===== src/hdl/pqs_pkg.sv =====
// Shared types and constants of the periodic query scheduler.
package pqs_pkg;

   localparam int unsigned TIME_FIELD_BITS   = 53;
   localparam int unsigned PERIOD_FIELD_BITS = 48;
   localparam int unsigned COUNT_FIELD_BITS  = 17;
   localparam int unsigned CSR_DATA_BITS     = 53;
   localparam int unsigned CSR_INDEX_BITS    = 3;

   typedef enum logic [CSR_INDEX_BITS-1:0] {
      CSR_FIRST_TIME   = 3'd0,
      CSR_LAST_TIME    = 3'd1,
      CSR_RUN_PERIOD   = 3'd2,
      CSR_SEND_COUNT   = 3'd3,
      CSR_SEND_ENABLE  = 3'd4,
      CSR_CLEAR_ENABLE = 3'd5,
      CSR_RECEIVE_WAIT = 3'd6
   } csr_index_type;

   typedef struct packed {
      logic [TIME_FIELD_BITS-1:0]   first_time;
      logic [TIME_FIELD_BITS-1:0]   last_time;
      logic [PERIOD_FIELD_BITS-1:0] run_period;
      logic                         send_enable;
      logic                         clear_enable;
      logic                         receive_wait;
   } cfg_type;

   // Reload of the remaining count on a send_count write.
   typedef struct packed {
      logic                        load;
      logic                        unlimited;
      logic [COUNT_FIELD_BITS-2:0] count;
   } count_load_type;

   typedef struct packed {
      logic [TIME_FIELD_BITS-1:0] time_now;
      logic                       srq_pending;
      logic                       srq_request;
      logic                       data_available;
   } req_item_type;

   typedef struct packed {
      logic do_send;
      logic do_clear;
      logic do_receive;
      logic keep_going;
   } rsp_item_type;

   typedef struct packed {
      logic         valid;
      rsp_item_type item;
   } result_type;

   typedef struct packed {
      logic can_take;
   } out_status_type;

endpackage


===== src/hdl/pqs_if.sv =====
// Channel interfaces: request, response and register write.
interface pqs_req_if import pqs_pkg::*; ();
   logic                       valid;
   logic                       ready;
   logic [TIME_FIELD_BITS-1:0] time_now;
   logic                       srq_pending;
   logic                       srq_request;
   logic                       data_available;

   modport source (output valid, time_now, srq_pending, srq_request, data_available,
                   input ready);
   modport sink   (input valid, time_now, srq_pending, srq_request, data_available,
                   output ready);
endinterface

interface pqs_rsp_if import pqs_pkg::*; ();
   logic valid;
   logic ready;
   logic do_send;
   logic do_clear;
   logic do_receive;
   logic keep_going;

   modport source (output valid, do_send, do_clear, do_receive, keep_going, input ready);
   modport sink   (input valid, do_send, do_clear, do_receive, keep_going, output ready);
endinterface

interface pqs_csr_if import pqs_pkg::*; ();
   logic                      valid;
   logic                      ready;
   logic [CSR_INDEX_BITS-1:0] index;
   logic [CSR_DATA_BITS-1:0]  data;

   modport source (output valid, index, data, input ready);
   modport sink   (input valid, index, data, output ready);
endinterface


===== src/hdl/pqs_csr.sv =====
// Configuration register file and count reload decode.
module pqs_csr import pqs_pkg::*; (
   input  logic                      clock,
   input  logic                      reset,
   input  logic                      csr_valid,
   output logic                      csr_ready,
   input  logic [CSR_INDEX_BITS-1:0] csr_index,
   input  logic [CSR_DATA_BITS-1:0]  csr_data,
   output cfg_type                   cfg,
   output count_load_type            count_load
);

   cfg_type cfg_ff;
   cfg_type cfg_in;
   logic    count_write;

   assign csr_ready = 1'b1;

   always_comb begin
      cfg_in      = cfg_ff;
      count_write = 1'b0;
      if (csr_valid) begin
         unique case (csr_index_type'(csr_index))
            CSR_FIRST_TIME:   cfg_in.first_time   = TIME_FIELD_BITS'(csr_data);
            CSR_LAST_TIME:    cfg_in.last_time    = TIME_FIELD_BITS'(csr_data);
            CSR_RUN_PERIOD:   cfg_in.run_period   = PERIOD_FIELD_BITS'(csr_data);
            CSR_SEND_COUNT:   count_write         = 1'b1;
            CSR_SEND_ENABLE:  cfg_in.send_enable  = csr_data[0];
            CSR_CLEAR_ENABLE: cfg_in.clear_enable = csr_data[0];
            CSR_RECEIVE_WAIT: cfg_in.receive_wait = csr_data[0];
            default:          cfg_in = cfg_ff;
         endcase
      end
   end

   always_ff @(posedge clock) begin
      if (reset) begin
         cfg_ff <= '0;
      end else begin
         cfg_ff <= cfg_in;
      end
   end

   assign cfg                  = cfg_ff;
   assign count_load.load      = count_write;
   assign count_load.unlimited = csr_data[COUNT_FIELD_BITS-1];
   assign count_load.count     = csr_data[COUNT_FIELD_BITS-2:0];

endmodule


===== src/hdl/pqs_core.sv =====
// Input register, run decision and scheduler state update.
module pqs_core import pqs_pkg::*; #(
   parameter int unsigned TIME_BITS  = 53,
   parameter int unsigned COUNT_BITS = 16
) (
   input  logic           clock,
   input  logic           reset,
   input  logic           req_valid,
   output logic           req_ready,
   input  req_item_type   req_item,
   input  cfg_type        cfg,
   input  count_load_type count_load,
   input  out_status_type out_status,
   output result_type     result
);

   localparam int unsigned T = TIME_BITS;
   localparam logic [T-1:0] TIME_MAX = '1;
   localparam logic [31:0] COUNT_MAX = 32'((64'd1 << COUNT_BITS) - 64'd1);

   logic                  in_valid_ff, in_valid_in;
   req_item_type          in_item_ff;
   logic [T-1:0]          next_run_ff, next_run_in;
   logic                  unlim_ff, unlim_in;
   logic [COUNT_BITS-1:0] rem_ff, rem_in;

   logic                  advance;
   logic [T-1:0]          now, first, last, period, armed_run, base;
   logic [T:0]            sum;
   logic                  timed_fire, fire_req, fire;
   logic [31:0]           load_wide;
   logic [COUNT_BITS-1:0] rem_load;

   assign advance   = in_valid_ff && out_status.can_take;
   assign req_ready = !in_valid_ff || out_status.can_take;

   assign now    = T'(in_item_ff.time_now);
   assign first  = T'(cfg.first_time);
   assign last   = T'(cfg.last_time);
   assign period = T'(cfg.run_period);

   // Saturate the reloaded count to the counter range.
   assign load_wide = 32'(count_load.count);
   assign rem_load  = (load_wide > COUNT_MAX) ? COUNT_BITS'(COUNT_MAX)
                                              : COUNT_BITS'(load_wide);

   always_comb begin
      armed_run  = next_run_ff;
      timed_fire = 1'b0;
      if (next_run_ff == '0 && first < now) begin
         armed_run = (first == '0) ? now : first;
      end else if (next_run_ff != '0 && next_run_ff < now) begin
         timed_fire = !in_item_ff.srq_pending && !(last != '0 && now > last);
      end
      fire_req = timed_fire || in_item_ff.srq_request;

      // Count down finite budgets; an empty budget cancels the run.
      fire   = fire_req;
      rem_in = rem_ff;
      if (fire_req && !unlim_ff) begin
         if (rem_ff == '0) begin
            fire = 1'b0;
         end else begin
            rem_in = rem_ff - COUNT_BITS'(1);
         end
      end

      // Advance the run time, saturating at the top of the time range.
      base        = (armed_run == '0) ? now : armed_run;
      sum         = {1'b0, base} + {1'b0, period};
      next_run_in = armed_run;
      if (fire && period != '0) begin
         next_run_in = sum[T] ? TIME_MAX : sum[T-1:0];
      end

      unlim_in = unlim_ff;

      result.valid           = advance;
      result.item.do_send    = fire && cfg.send_enable;
      result.item.do_clear   = fire && cfg.clear_enable;
      result.item.do_receive = fire && cfg.receive_wait
                               && (cfg.send_enable || in_item_ff.data_available);
      result.item.keep_going = (last != '0) ? (last > now) : (unlim_ff || rem_in != '0);
   end

   always_comb begin
      in_valid_in = in_valid_ff;
      if (req_valid && req_ready) begin
         in_valid_in = 1'b1;
      end else if (advance) begin
         in_valid_in = 1'b0;
      end
   end

   always_ff @(posedge clock) begin
      if (reset) begin
         in_valid_ff <= 1'b0;
         next_run_ff <= '0;
         unlim_ff    <= 1'b1;
         rem_ff      <= '0;
      end else begin
         in_valid_ff <= in_valid_in;
         if (advance) begin
            next_run_ff <= next_run_in;
         end
         if (count_load.load) begin
            unlim_ff <= count_load.unlimited;
            rem_ff   <= rem_load;
         end else if (advance) begin
            unlim_ff <= unlim_in;
            rem_ff   <= rem_in;
         end
      end
   end

   always_ff @(posedge clock) begin
      if (req_valid && req_ready) begin
         in_item_ff <= req_item;
      end
   end

endmodule


===== src/hdl/pqs_out.sv =====
// Two-entry result buffer in front of the response channel.
module pqs_out import pqs_pkg::*; (
   input  logic           clock,
   input  logic           reset,
   input  result_type     result,
   output out_status_type out_status,
   output logic           rsp_valid,
   input  logic           rsp_ready,
   output rsp_item_type   rsp_item
);

   rsp_item_type slot_ff [2];
   logic         wr_ptr_ff, wr_ptr_in;
   logic         rd_ptr_ff, rd_ptr_in;
   logic [1:0]   count_ff, count_in;
   logic         pop;

   assign pop = rsp_valid && rsp_ready;

   always_comb begin
      wr_ptr_in = result.valid ? !wr_ptr_ff : wr_ptr_ff;
      rd_ptr_in = pop ? !rd_ptr_ff : rd_ptr_ff;
      count_in  = count_ff;
      if (result.valid && !pop) begin
         count_in = count_ff + 2'd1;
      end else if (!result.valid && pop) begin
         count_in = count_ff - 2'd1;
      end
   end

   always_ff @(posedge clock) begin
      if (reset) begin
         wr_ptr_ff <= 1'b0;
         rd_ptr_ff <= 1'b0;
         count_ff  <= 2'd0;
      end else begin
         wr_ptr_ff <= wr_ptr_in;
         rd_ptr_ff <= rd_ptr_in;
         count_ff  <= count_in;
      end
   end

   always_ff @(posedge clock) begin
      if (result.valid) begin
         slot_ff[wr_ptr_ff] <= result.item;
      end
   end

   assign out_status.can_take = (count_ff != 2'd2);
   assign rsp_valid           = (count_ff != 2'd0);
   assign rsp_item            = slot_ff[rd_ptr_ff];

endmodule


===== src/hdl/periodic_query_scheduler_unit.sv =====
// Top level of the periodic query scheduler.
// One request item is one tick carrying the current time in microseconds; each
// tick yields exactly one response item with the send, clear and receive
// actions and the keep-going flag. The block takes one item per clock cycle
// while the result buffer has room. The item sits in an input register, the
// run decision, count update and saturating run-time add are combinational,
// and the result enters a two-entry buffer that feeds the response channel.
// Req ready is set by the input register and the buffer fill only, so a
// stalled response side never feeds back combinationally into the request
// side. Register writes are taken in any cycle with csr ready held high;
// writes must only occur while no item is in flight. A send_count write
// reloads the remaining count at once.
module periodic_query_scheduler_unit import pqs_pkg::*; #(
   parameter int unsigned TIME_BITS  = 53,
   parameter int unsigned COUNT_BITS = 16
) (
   input  logic       clock,
   input  logic       reset,
   pqs_req_if.sink    req_ch,
   pqs_rsp_if.source  rsp_ch,
   pqs_csr_if.sink    csr_ch
);

   cfg_type        cfg;
   count_load_type count_load;
   req_item_type   req_item;
   result_type     result;
   out_status_type out_status;
   rsp_item_type   rsp_item;

   // Gather the request fields into one item.
   assign req_item.time_now       = req_ch.time_now;
   assign req_item.srq_pending    = req_ch.srq_pending;
   assign req_item.srq_request    = req_ch.srq_request;
   assign req_item.data_available = req_ch.data_available;

   pqs_csr u_csr (
      .clock      (clock),
      .reset      (reset),
      .csr_valid  (csr_ch.valid),
      .csr_ready  (csr_ch.ready),
      .csr_index  (csr_ch.index),
      .csr_data   (csr_ch.data),
      .cfg        (cfg),
      .count_load (count_load)
   );

   pqs_core #(
      .TIME_BITS  (TIME_BITS),
      .COUNT_BITS (COUNT_BITS)
   ) u_core (
      .clock      (clock),
      .reset      (reset),
      .req_valid  (req_ch.valid),
      .req_ready  (req_ch.ready),
      .req_item   (req_item),
      .cfg        (cfg),
      .count_load (count_load),
      .out_status (out_status),
      .result     (result)
   );

   pqs_out u_out (
      .clock      (clock),
      .reset      (reset),
      .result     (result),
      .out_status (out_status),
      .rsp_valid  (rsp_ch.valid),
      .rsp_ready  (rsp_ch.ready),
      .rsp_item   (rsp_item)
   );

   // Spread the result item onto the response channel.
   assign rsp_ch.do_send    = rsp_item.do_send;
   assign rsp_ch.do_clear   = rsp_item.do_clear;
   assign rsp_ch.do_receive = rsp_item.do_receive;
   assign rsp_ch.keep_going = rsp_item.keep_going;

   // A send action only appears while the query has a message.
   assert property (@(posedge clock) disable iff (reset)
      rsp_ch.valid && rsp_ch.do_send |-> cfg.send_enable)
      else $error("send action without send_enable");

   // A receive action only appears while a reply is expected.
   assert property (@(posedge clock) disable iff (reset)
      rsp_ch.valid && rsp_ch.do_receive |-> cfg.receive_wait)
      else $error("receive action without receive_wait");

   // The core never hands over a result the buffer cannot hold.
   assert property (@(posedge clock) disable iff (reset)
      result.valid |-> out_status.can_take)
      else $error("result written into a full buffer");

   // Reset empties the result buffer.
   assert property (@(posedge clock)
      reset |=> !rsp_ch.valid)
      else $error("response valid right after reset");

endmodule


===== src/flat_wrapper.sv =====
// flat-port wrapper written by rule: the top's interface ports become plain ports
module periodic_query_scheduler_unit_flat import pqs_pkg::*;
#(
   parameter int unsigned TIME_BITS  = 53,
   parameter int unsigned COUNT_BITS = 16
)
  (clock, reset, req_ch_valid, req_ch_time_now, req_ch_srq_pending, req_ch_srq_request, req_ch_data_available, req_ch_ready, rsp_ch_valid, rsp_ch_do_send, rsp_ch_do_clear, rsp_ch_do_receive, rsp_ch_keep_going, rsp_ch_ready, csr_ch_valid, csr_ch_index, csr_ch_data, csr_ch_ready);
  pqs_req_if req_ch_i ();
  pqs_rsp_if rsp_ch_i ();
  pqs_csr_if csr_ch_i ();
  input  logic clock;
  input  logic reset;
  input wire logic [$bits(req_ch_i.valid)-1:0] req_ch_valid;
  input wire logic [$bits(req_ch_i.time_now)-1:0] req_ch_time_now;
  input wire logic [$bits(req_ch_i.srq_pending)-1:0] req_ch_srq_pending;
  input wire logic [$bits(req_ch_i.srq_request)-1:0] req_ch_srq_request;
  input wire logic [$bits(req_ch_i.data_available)-1:0] req_ch_data_available;
  output wire logic [$bits(req_ch_i.ready)-1:0] req_ch_ready;
  output wire logic [$bits(rsp_ch_i.valid)-1:0] rsp_ch_valid;
  output wire logic [$bits(rsp_ch_i.do_send)-1:0] rsp_ch_do_send;
  output wire logic [$bits(rsp_ch_i.do_clear)-1:0] rsp_ch_do_clear;
  output wire logic [$bits(rsp_ch_i.do_receive)-1:0] rsp_ch_do_receive;
  output wire logic [$bits(rsp_ch_i.keep_going)-1:0] rsp_ch_keep_going;
  input wire logic [$bits(rsp_ch_i.ready)-1:0] rsp_ch_ready;
  input wire logic [$bits(csr_ch_i.valid)-1:0] csr_ch_valid;
  input wire logic [$bits(csr_ch_i.index)-1:0] csr_ch_index;
  input wire logic [$bits(csr_ch_i.data)-1:0] csr_ch_data;
  output wire logic [$bits(csr_ch_i.ready)-1:0] csr_ch_ready;
  assign req_ch_i.valid = req_ch_valid;
  assign req_ch_i.time_now = req_ch_time_now;
  assign req_ch_i.srq_pending = req_ch_srq_pending;
  assign req_ch_i.srq_request = req_ch_srq_request;
  assign req_ch_i.data_available = req_ch_data_available;
  assign req_ch_ready = req_ch_i.ready;
  assign rsp_ch_valid = rsp_ch_i.valid;
  assign rsp_ch_do_send = rsp_ch_i.do_send;
  assign rsp_ch_do_clear = rsp_ch_i.do_clear;
  assign rsp_ch_do_receive = rsp_ch_i.do_receive;
  assign rsp_ch_keep_going = rsp_ch_i.keep_going;
  assign rsp_ch_i.ready = rsp_ch_ready;
  assign csr_ch_i.valid = csr_ch_valid;
  assign csr_ch_i.index = csr_ch_index;
  assign csr_ch_i.data = csr_ch_data;
  assign csr_ch_ready = csr_ch_i.ready;
  periodic_query_scheduler_unit #(.TIME_BITS(TIME_BITS), .COUNT_BITS(COUNT_BITS)) u_core (.clock(clock), .reset(reset), .req_ch(req_ch_i), .rsp_ch(rsp_ch_i), .csr_ch(csr_ch_i));
endmodule

===== config.mk =====
export PLATFORM = sky130hd
export DESIGN_NAME = periodic_query_scheduler_unit_flat
export DESIGN_NICKNAME = d
export VERILOG_FILES = /design/src/hdl/pqs_pkg.sv /design/src/hdl/pqs_if.sv /design/src/hdl/pqs_csr.sv /design/src/hdl/pqs_core.sv /design/src/hdl/pqs_out.sv /design/src/hdl/periodic_query_scheduler_unit.sv /design/src/flat_wrapper.sv
export SDC_FILE = /design/constraint.sdc
export NUM_CORES = 1
export LEC_CHECK = 0
export BUFFER_PORTS_ARGS = -buffer_cell sky130_fd_sc_hd__buf_2
export CAP_MARGIN = 20
export CORE_MARGIN = 8
export CORE_UTILIZATION = 55
export DETAILED_ROUTE_END_ITERATION = 7
export GPL_ROUTABILITY_DRIVEN = 1
export GPL_TIMING_DRIVEN = 1
export PLACE_DENSITY = 0.77
export SETUP_SLACK_MARGIN = 0.05
export SYNTH_ARGS = -nofsm -noshare
export SYNTH_HDL_FRONTEND = slang
export SYNTH_SLANG_ARGS = --single-unit

===== constraint.sdc =====
create_clock -name clock -period 7.29 [get_ports clock]
set_input_delay 0.3645 -clock clock [delete_from_list [all_inputs] [get_ports clock]]
set_output_delay 0.3645 -clock clock [all_outputs]
set_load 0.1 [all_outputs]

* Word level (Yosys, flattened, before mapping) *
Memory sizes are Yosys's and may differ from the RTL's. A register that Yosys moved wholly into a read port is not among the register bits.
Cells that the tools add are included.

storage, ports and cells
  bits in registers = 288
  bits in writable memories = 8
  input bits = 117
  output and inout port bits = 7
  memories kept = 1

memories
  memory                words  width  rd ports  clocked after Yosys merged registers in  wr ports  RTL line       text
  u_core.u_out.slot_ff  2      4      1         1                                        1         pqs_out.sv:12  rsp_item_type slot_ff [2];

cells by class
  add/subtract/negate cells = 4
  magnitude comparators = 5
  equal/unequal tests = 7
  muxes and demuxes = 25
  reduce and logical (&&, ||, !) cells = 46

operator list
  kind                     count
  $mux W53                 5
  $logic_not A53 Y1        3
  $reduce_bool A53 Y1      3
  $gt A53 B53 Y1           2
  $lt A53 B53 Y1           2
  $mux W16                 5
  $add A53 B48 Y54         1
  $gt A16 B16 Y1 const B   1
  $logic_not A16 Y1        1
  $reduce_bool A16 Y1      1
  $sub A16 B1 Y16 const B  1
  $logic_and A1 B1 Y1      15
  $mux W1                  13
  $reduce_and A2 Y1        6
  $eq A3 B3 Y1 const B     3
  $logic_not A1 Y1         8
  $reduce_bool A2 Y1       4
  $eq A3 B2 Y1 const B     2
  $logic_or A1 B1 Y1       4
  $mux W2                  2
  $eq A3 B1 Y1 const B     1
  $logic_not A3 Y1         1
  $add A2 B1 Y2 const B    1
  $ne A2 B2 Y1 const B     1
  $sub A2 B1 Y2 const B    1

* Longest topological paths before layout *
Gate-level depths: netlist of the first run.

  depth in word-level cells = 12
  gate-level depth with buffers = 26
  depth with buffers taken out = 24

* Modules after synthesis *
From an unflattened synthesis of the first run, not the netlist that was laid out.

second synthesis, totals
  cell total of the unflattened synthesis = 2184
  area, all modules = 20085.5 um2

modules (own cells, without submodules)
  module    instances  cells each  area each (um2)
  pqs_core  1          1556        13098.8
  pqs_csr   1          594         6492.5
  pqs_out   1          34          494.2

* Worst setup path before layout of the first run *
OpenSTA, ideal clock, no wires.

  kind = reg2reg
  start point = register u_core.u_core.in_item_ff (netlist bit u_core.u_core.now[48])
  end point = register u_core.u_core.next_run_ff[52]
  library setup time = 0.086 ns
  arrival time = 5.718 ns
  data required time = 7.204 ns
  slack = 1.487 ns
  cell stages (with the launch flop) = 26
  path buffers = 2
  clock period less this slack = 5.803 ns
  cells stage by stage = edfxtp_1 -> inv_1 -> ha_1 -> and4_1 -> nand2_1 -> or3_1 -> a2111oi_4 -> o21ai_2 -> and2_1 -> clkbuf_1 -> a21o_1 -> clkbuf_1 -> a221o_1 -> ha_1 -> fa_1 -> a211oi_1 -> o211ai_1 -> nand4_1 -> a31oi_1 -> a21oi_1 -> a2bb2oi_1 -> o21a_1 -> o21a_1 -> nor3_1 -> mux2_1 -> a211oi_1

on the way
  longest elaborated chain between the ends = 11
  elaborated cells between the ends (all ways) = 22
  classes of those cells = 1 x add/sub; 3 x order compare; 9 x mux; 9 x reduce/logical

ends and longest elaborated chain
  what                                                       RTL line         text
  from (decl)                                                pqs_core.sv:22   req_item_type in_item_ff;
  from (signal assigned)                                     pqs_core.sv:118  in_item_ff <= req_item;
  branches (longest 10 deep; another with $add A53 B48 Y54)  --
  $mux W53 (*)                                               pqs_core.sv:72   if (fire && period != '0) begin
  to (signal assigned)                                       pqs_core.sv:104  next_run_ff <= next_run_in;
  to (decl)                                                  pqs_core.sv:23   logic [T-1:0] next_run_ff, next_run_in;

Every way passes the cells marked *.
A chain may end at the register's enable or synchronous reset.

* Worst setup path after layout of the first run *
  start point = register u_core.u_core.in_item_ff (netlist bit u_core.u_core.now[47])
  end point = register u_core.u_core.next_run_ff[52]

The elaborated chain is that of the path after synthesis.

==> impl_metrics.xml, run 1 <==
<?xml version="1.0" encoding="UTF-8"?>
<metrics>
  <group name="run_status">
    <metric name="outcome" unit="">finished, final reports clean</metric>
  </group>
  <group name="critical_path">
    <metric name="critical_path_most_common_cell" unit="">sky130_fd_sc_hd__buf_4</metric>
    <metric name="critical_path_cell_with_the_highest_stage_delay" unit="">sky130_fd_sc_hd__edfxtp_1</metric>
    <metric name="crit_path_required_time" unit="ns">7.74</metric>
    <metric name="r2r-start" unit="">u_core.u_core.now[47]</metric>
    <metric name="worstPathArrival" unit="ns">7.33</metric>
    <metric name="ff2ff_setup_slack" unit="ns">0.42</metric>
    <metric name="cp-start-kind" unit="">register</metric>
    <metric name="ff2ff_path_depth" unit="">26</metric>
    <metric name="worstReg2RegEnd" unit="">u_core.u_core.next_run_ff[52]</metric>
    <metric name="cp-end-kind" unit="">register</metric>
    <metric name="worst_setup_path_start" unit="">u_core.u_core.now[47]</metric>
    <metric name="cpPeakStageDelay" unit="ns">0.57</metric>
    <metric name="worstPathMaxFanout" unit="">16</metric>
    <metric name="worst-setup-path-type" unit="">register to register</metric>
  </group>
  <group name="sta">
    <metric name="fmax" unit="MHz">145.5</metric>
    <metric name="hold_viol" unit="">0</metric>
    <metric name="fin_crit_sh" unit="%">94.25</metric>
    <metric name="clock_skew" unit="ns">0.01702</metric>
    <metric name="final_max_slew_viol_count" unit="">0</metric>
    <metric name="unrepaired_setup_endpoints_after_global_routing" unit="">no</metric>
    <metric name="finalWorstPathRequiredPeriod" unit="ns">6.871</metric>
    <metric name="fin_setup_tns" unit="ns">0</metric>
    <metric name="timing.final.setup_violations" unit="">0</metric>
    <metric name="tightest_slew" unit="ns">1.057</metric>
    <metric name="worst_slew_margin_rel" unit="%">28.86</metric>
  </group>
  <group name="route">
    <metric name="firstDrtPassIters" unit="">7</metric>
    <metric name="finalWirelength" unit="µm">70820</metric>
    <metric name="drtAntennaViolNets" unit="">0</metric>
    <metric name="routed_via_density" unit="">6.522</metric>
    <metric name="via_count" unit="">18700</metric>
    <metric name="route.detailed.drc" unit="">0</metric>
    <metric name="route.detailed.wl_per_inst" unit="µm">24.70</metric>
    <metric name="detail_route.iter0.violations" unit="">1821</metric>
  </group>
  <group name="place">
    <metric name="placement.cell_area" unit="µm²">20150</metric>
    <metric name="place.gp.congestion" unit="">0.9780</metric>
    <metric name="dpl.hpwl" unit="µm">52180</metric>
    <metric name="placement.io_buffers" unit="">122</metric>
  </group>
  <group name="synth">
    <metric name="synth_area" unit="µm²">19090</metric>
    <metric name="avgSynthCellArea" unit="µm²">8.444</metric>
    <metric name="yosysWarningCount" unit="">0</metric>
    <metric name="synth_top_cell_by_area" unit="">sky130_fd_sc_hd__dfxtp_1</metric>
    <metric name="post_synth_top_area_share" unit="%">24.43</metric>
    <metric name="post_synth_main_area_contributors" unit="">sky130_fd_sc_hd__dfxtp_1 24%, sky130_fd_sc_hd__ha_1 14%, sky130_fd_sc_hd__edfxtp_1 10%</metric>
    <metric name="syn_inst" unit="">2261</metric>
    <metric name="yosys.cell_types.count" unit="">79</metric>
    <metric name="ys.flop_type" unit="">sky130_fd_sc_hd__dfxtp_1</metric>
    <metric name="synth-async-reset-ratio" unit="%">0</metric>
    <metric name="synth_fp_nets" unit="">2589</metric>
    <metric name="synth-edff-count" unit="">64</metric>
    <metric name="yosys_register_bits" unit="">297</metric>
    <metric name="seq_area_frac_synth" unit="%">34.50</metric>
  </group>
  <group name="clocking">
    <metric name="ctsHtreeMaxLevel" unit="">2</metric>
    <metric name="cts_max_path_buffers" unit="">3</metric>
    <metric name="clockRootBuffer" unit="">sky130_fd_sc_hd__clkbuf_16</metric>
    <metric name="clkSinkCount" unit="">297</metric>
    <metric name="postCtsSetupBuffers" unit="">0</metric>
    <metric name="clock_pin_slew_reported_for_the_worst_setup_and_hold_paths_after_clock_tree_synthesis" unit="ns">0.06</metric>
    <metric name="cts-buffers-inserted" unit="">35</metric>
    <metric name="clock_insertion_delay_worst_skew" unit="ns">0.55</metric>
    <metric name="clock_tree_from_tritoncts" unit="">built</metric>
  </group>
  <group name="grt">
    <metric name="largest_net_degree_at_the_start_of_global_routing" unit="">110</metric>
    <metric name="gr-usage-all-layers" unit="%">33.59</metric>
    <metric name="grt_overflow_total" unit="">0</metric>
    <metric name="first_global_vias" unit="">18190</metric>
    <metric name="grt_antenna_before_repair" unit="">2</metric>
    <metric name="grt_pass1_wl" unit="µm">108200</metric>
  </group>
  <group name="finish">
    <metric name="postLayoutCellArea" unit="µm²">21750</metric>
    <metric name="area_growth" unit="%">13.93</metric>
    <metric name="final_core_util" unit="%">63.28</metric>
    <metric name="num_antenna_cells" unit="">0</metric>
    <metric name="drive_gt1_share" unit="%">12.40</metric>
    <metric name="finish.net_count" unit="">2713</metric>
  </group>
  <group name="pwr">
    <metric name="p_clk_share" unit="%">36.9</metric>
    <metric name="p_int" unit="mW">3.357</metric>
    <metric name="share_seq_of_total_power" unit="%">38.7</metric>
    <metric name="power.share.switching" unit="%">33.35</metric>
    <metric name="power_switching" unit="mW">1.680</metric>
    <metric name="powerDensity" unit="nW/µm²">231.6</metric>
    <metric name="power_share_of_the_combinational_group" unit="%">24.4</metric>
    <metric name="max-vdd-ir-drop" unit="mV">0.1988</metric>
    <metric name="leakagePower" unit="nW">8.950</metric>
  </group>
  <group name="flow_run">
    <metric name="cap_violations" unit="">0</metric>
  </group>
  <group name="floorplan">
    <metric name="placeableCoreArea" unit="µm²">34370</metric>
    <metric name="floorplan.die_area" unit="µm²">40930</metric>
    <metric name="die_width" unit="µm">202.3</metric>
    <metric name="rows" unit="">68</metric>
    <metric name="initial_cell_density_of_the_core" unit="%">55.54</metric>
    <metric name="die_height" unit="µm">202.3</metric>
    <metric name="ioPinCount" unit="">124</metric>
  </group>
  <group name="worst_hold_path">
    <metric name="timing.hold.worst_endpoint" unit="">u_core.u_core.now[17]</metric>
    <metric name="worst_hold_startpoint" unit="">req_ch_time_now[17]</metric>
    <metric name="min-delay-path-class" unit="">input port to register</metric>
    <metric name="min_path_cells" unit="">1</metric>
  </group>
</metrics>
[worst max-delay path, delay by kind of cell (launching register included)]
family / cells / cell delay, ns
AOI/OAI and AO/OA: 12 / 2.89
and+or+nand+nor: 6 / 1.26
adders and majority gates: 3 / 0.98
buffers and inverters: 4 / 0.75
DFF: 1 / 0.57
muxes: 1 / 0.33
[cells by family after synthesis]
| kind of cell | Yosys count | synth area share, % |
|---|---|---|
| simple gates | 744 | 18.02 |
| compound gates | 735 | 25.93 |
| flops | 297 | 34.50 |
| fa+ha+maj | 211 | 13.87 |
| buf+inv | 197 | 4.076 |
| xor+xnor | 65 | 2.982 |
| mux | 11 | 0.6095 |
| other cells | 1 | 0.01964 |
[area by class of cell]
class                      instances  area (µm²)
clock inverter                    16       225.2
multi-input combinational       1767       11760
tap                              455       569.3
clock buffer                      48       975.9
fill                            2958       12620
inverter                          87       326.6
sequential                       297        6586
timing repair buffer             197        1310
[sequential cells by signal, summed over array words and instances (netlist names), 2 cells and up, named ones only]
signal and count:
u_core.u_out.slot_ff 8, u_core.u_core.rem_ff 16, u_core.u_core.in_item_ff 3, u_core.u_csr.cfg 157, u_core.u_core.next_run_ff 53, u_core.u_out.count_ff 2, u_core.u_core.now 53
[power by group through the flow]
stage	Sequential (mW)	Combinational [mW]	Clock, mW
floorplan	1.90	0.859	0
global placement	1.97	1.16	0
detailed placement	1.97	1.18	0
CTS	1.94	1.21	1.88
global route	1.95	1.33	1.94
finish	1.95	1.23	1.86
[cells in the final DEF (no fill, tap or decap), types with 63 or more instances in the layout]
cell / count
sky130_fd_sc_hd__nand2_1: 388
sky130_fd_sc_hd__edfxtp_1: 64
sky130_fd_sc_hd__o21ai_0: 63
sky130_fd_sc_hd__buf_2: 124
sky130_fd_sc_hd__ha_1: 210
sky130_fd_sc_hd__nor2_1: 95
sky130_fd_sc_hd__a21oi_1: 348
sky130_fd_sc_hd__dfxtp_1: 233
sky130_fd_sc_hd__nor4_1: 75
sky130_fd_sc_hd__inv_1: 86
[synthesized netlist by cell type (all sizes together), types with 4 or more instances]
| cell type | instances |
|---|---|
| a221o | 42 |
| nand2 | 392 |
| nor2b | 11 |
| xnor2 | 31 |
| nand3 | 38 |
| o21ai | 73 |
| nor2 | 95 |
| mux2i | 6 |
| and4 | 9 |
| and3 | 11 |
| nand4 | 34 |
| a41oi | 5 |
| and2 | 10 |
| a211o | 13 |
| o31ai | 9 |
| o211ai | 14 |
| nor4 | 77 |
| ha | 210 |
| a2111oi | 4 |
| mux2 | 5 |
| clkbuf | 94 |
| nor3 | 30 |
| or2 | 5 |
| nand3b | 4 |
| o21bai | 49 |
| o21a | 8 |
| a21o | 45 |
| xor2 | 34 |
| a221oi | 20 |
| inv | 87 |
| edfxtp | 64 |
| or3 | 11 |
| a21oi | 349 |
| a211oi | 72 |
| nand2b | 8 |
| dfxtp | 233 |
| buf | 16 |
| a31oi | 10 |
[repair_timing]
| item | in CTS | in global routing |
|---|---|---|
| hold endpoints to repair | 36 | 0 |
| hold buffers | 36 | 0 |
| resized for setup | 0 | 2 |
| setup endpoints to repair | 0 | 4 |
[per-layer routing]
| metal | track usage, % | routed length [µm] | vias to the layer above |
|---|---|---|---|
| li1 | - | - | 8610 |
| met1 | 43.75 | 29230 | 8919 |
| met2 | 51.92 | 31250 | 919 |
| met3 | 6.372 | 6197 | 248 |
| met4 | 18.49 | 4111 | 4 |
| met5 | 0 | 26 | - |
[worst max path at each step]
stage,to,slack [ns],depth (start not counted)
finish,u_core.u_core.next_run_ff[52],0.42,26
global route,u_core.u_core.next_run_ff[52],0.06,26
CTS,u_core.u_core.next_run_ff[52],0.49,26
detailed placement,u_core.u_core.next_run_ff[52],0.53,26
floorplan,u_core.u_core.next_run_ff[52],1.49,25
global placement,u_core.u_core.next_run_ff[52],0.64,26
[stage by stage]
step	power [mW]	setup WS (ns)	std cells	hold slack [ns]
floorplan	2.763	1.487	2261	0.4490
global placement	3.136	0.6385	2763	0.4665
detailed placement	3.158	0.5299	2766	0.4709
CTS	5.023	0.4890	2866	0.0006027
global route	5.223	0.05803	2867	0.002911
finish	5.037	0.4192	2867	0.01081
No activity file was read; power rests on OpenSTA's default activity.
==> inputs of run 2 (changes only) <==
- MAX_ROUTING_LAYER: unset -> met4
==> run 2 against run 1 <==
  * Flip-flop and latch count unchanged
  * Non-clock buffer count increased by 10
  * Final area about the same
  * Combinational power about the same
  * Clock power decreased by 6%
  * Total power decreased by 2.4%
  * Global-route usage increased by 0.37 points
  * Core utilization about the same
  * Clock skew increased by 0.011 ns
  * Critical endpoint unchanged
  * Routed wire length decreased by 1.9%
  * Die area unchanged
==> impl_metrics.xml, run 2 (synthesis gave the netlist of run 1 again) <==
<?xml version="1.0" encoding="UTF-8"?>
<metrics>
  <group name="route">
    <metric name="route.detailed.drc" unit="">0</metric>
    <metric name="finalWirelength" unit="µm">69490</metric>
    <metric name="via_count" unit="">18790</metric>
    <metric name="routed_via_density" unit="">6.536</metric>
    <metric name="detail_route.iter0.violations" unit="">1947</metric>
    <metric name="drtAntennaViolNets" unit="">0</metric>
    <metric name="route.detailed.wl_per_inst" unit="µm">24.17</metric>
    <metric name="firstDrtPassIters" unit="">7</metric>
  </group>
  <group name="pwr">
    <metric name="power" unit="mW">4.915</metric>
    <metric name="max-vdd-ir-drop" unit="mV">0.1843</metric>
    <metric name="powerDensity" unit="nW/µm²">225.8</metric>
    <metric name="leakagePower" unit="nW">8.955</metric>
  </group>
  <group name="finish">
    <metric name="finish.net_count" unit="">2723</metric>
    <metric name="final_cell_mix" unit="">388 x sky130_fd_sc_hd__nand2_1, 348 x sky130_fd_sc_hd__a21oi_1, 233 x sky130_fd_sc_hd__dfxtp_1, 210 x sky130_fd_sc_hd__ha_1, 122 x sky130_fd_sc_hd__buf_2</metric>
    <metric name="largest_reg_flops" unit="">157</metric>
    <metric name="drive_gt1_share" unit="%">12.07</metric>
    <metric name="area_growth" unit="%">14.01</metric>
    <metric name="layoutNonFillerInstCount" unit="">2875</metric>
    <metric name="final_core_util" unit="%">63.33</metric>
    <metric name="multi_input_comb_area" unit="µm²">11750</metric>
    <metric name="num_antenna_cells" unit="">0</metric>
    <metric name="final_common_cell" unit="">sky130_fd_sc_hd__nand2_1</metric>
    <metric name="seq_area" unit="µm²">6586</metric>
    <metric name="postLayoutCellArea" unit="µm²">21770</metric>
    <metric name="n_fill_cell" unit="">2979</metric>
  </group>
  <group name="sta">
    <metric name="final.hold.worst_slack" unit="ns">0.01776</metric>
    <metric name="worst_slew_margin_rel" unit="%">24.95</metric>
    <metric name="fmax" unit="MHz">143.6</metric>
    <metric name="clock_skew" unit="ns">0.02836</metric>
    <metric name="timing.final.setup_violations" unit="">0</metric>
    <metric name="fin_crit_sh" unit="%">95.50</metric>
    <metric name="tightest_slew" unit="ns">1.115</metric>
    <metric name="timing.final.ws_setup" unit="ns">0.3277</metric>
    <metric name="unrepaired_setup_endpoints_after_global_routing" unit="">no</metric>
    <metric name="hold_viol" unit="">0</metric>
    <metric name="finalWorstPathRequiredPeriod" unit="ns">6.962</metric>
    <metric name="fin_setup_tns" unit="ns">0</metric>
    <metric name="final_max_slew_viol_count" unit="">0</metric>
  </group>
  <group name="grt">
    <metric name="grt_overflow_total" unit="">0</metric>
    <metric name="first_global_vias" unit="">18230</metric>
    <metric name="gr-usage-all-layers" unit="%">33.96</metric>
    <metric name="grt_antenna_before_repair" unit="">0</metric>
    <metric name="largest_net_degree_at_the_start_of_global_routing" unit="">151</metric>
    <metric name="grt_pass1_wl" unit="µm">106900</metric>
  </group>
  <group name="critical_path">
    <metric name="cp-start-kind" unit="">register</metric>
    <metric name="worst-setup-path-type" unit="">register to register</metric>
    <metric name="worstPathArrival" unit="ns">7.44</metric>
    <metric name="critical_path_cell_with_the_highest_stage_delay" unit="">sky130_fd_sc_hd__edfxtp_1</metric>
    <metric name="cpPeakStageDelay" unit="ns">0.56</metric>
    <metric name="cp-end-kind" unit="">register</metric>
    <metric name="crit_path_required_time" unit="ns">7.76</metric>
    <metric name="worstPathMaxFanout" unit="">29</metric>
  </group>
  <group name="floorplan">
    <metric name="die_height" unit="µm">202.3</metric>
    <metric name="rows" unit="">68</metric>
    <metric name="floorplan.die_area" unit="µm²">40930</metric>
    <metric name="initial_cell_density_of_the_core" unit="%">55.54</metric>
    <metric name="die_width" unit="µm">202.3</metric>
    <metric name="placeableCoreArea" unit="µm²">34370</metric>
    <metric name="ioPinCount" unit="">124</metric>
  </group>
  <group name="place">
    <metric name="dpl.hpwl" unit="µm">50700</metric>
    <metric name="placement.io_buffers" unit="">122</metric>
    <metric name="place.gp.congestion" unit="">1.064</metric>
    <metric name="dp_worst_setup_slack" unit="ns">0.3253</metric>
    <metric name="dp.cells" unit="">2761</metric>
    <metric name="placement.cell_area" unit="µm²">20110</metric>
  </group>
  <group name="clocking">
    <metric name="clock_insertion_delay_worst_skew" unit="ns">0.56</metric>
    <metric name="clockRootBuffer" unit="">sky130_fd_sc_hd__clkbuf_16</metric>
    <metric name="clock_tree_from_tritoncts" unit="">built</metric>
    <metric name="clock_pin_slew_reported_for_the_worst_setup_and_hold_paths_after_clock_tree_synthesis" unit="ns">0.06</metric>
    <metric name="cts_max_path_buffers" unit="">3</metric>
    <metric name="cts-buffers-inserted" unit="">35</metric>
    <metric name="clkSinkCount" unit="">297</metric>
    <metric name="ctsHtreeMaxLevel" unit="">2</metric>
  </group>
  <group name="worst_hold_path">
    <metric name="min-delay-path-class" unit="">input port to register</metric>
  </group>
  <group name="run_status">
    <metric name="outcome" unit="">finished, final reports clean</metric>
  </group>
  <group name="flow_run">
    <metric name="cap_violations" unit="">0</metric>
  </group>
</metrics>
run 2: changes by cell type in the layout (fill, tap and decap cells not counted), sizes merged:
cell,change
buf,-3
bufinv,-3
clkbuf,+7
clkinv,+1
clkinvlp,-2
dlygate4sd3,+11
inv,-3
run 2: path summary, 6_finish.rpt:
path | startpoint | end | slack [ns] | cells after the start
max | u_core.u_core.now[47] | u_core.u_core.next_run_ff[52] | 0.33 | 25
min | req_ch_time_now[51] | u_core.u_core.now[51] | 0.02 | 1
max reg2reg | u_core.u_core.now[47] | u_core.u_core.next_run_ff[52] | 0.33 | 25
min reg2reg | u_core.u_csr.cfg[88] | u_core.u_csr.cfg[88] | 0.48 | 2
run 2: repair_timing:
| action | in CTS | in global routing |
|---|---|---|
| hold buffers | 45 | 2 |
| buffers inserted | 0 | 1 |
| hold endpoints to repair | 45 | 2 |
| endpoints found under the setup margin | 0 | 40 |
| gates resized for setup | 0 | 3 |
run 2: area by class of cell:
| cell class | instances | share of cell area (%) |
|---|---|---|
| tap | 455 | 2.615 |
| inverter | 87 | 1.500 |
| clock inverter | 9 | 0.4541 |
| timing repair buffer | 207 | 6.507 |
| sequential | 297 | 30.26 |
| clock buffer | 53 | 4.667 |
| multi-input combinational | 1767 | 54.00 |
run 2: report_power, final:
| group | internal, mW | total [mW] | switching, mW |
|---|---|---|---|
| Sequential | 1.79 | 1.95 | 0.154 |
| Combinational | 0.443 | 1.23 | 0.784 |
| Clock | 1.03 | 1.74 | 0.706 |
run 2: routing by layer:
metal / wire length [µm] / global-route usage [%] / share of wire (%)
met5: 0 / - / 0
met4: 3687 / 15.85 / 5.3
met3: 6336 / 7.157 / 9.1
met2: 31400 / 52.86 / 45
met1: 28070 / 41.82 / 40
run 2: critical path: cells and delay by family (launching register included):
kind	cells	cell delay (ns)
compound gates	12	3.02
flops	1	0.56
fa+ha+maj	3	1.00
simple gates	6	1.36
mux	1	0.33
buf+inv	3	0.58
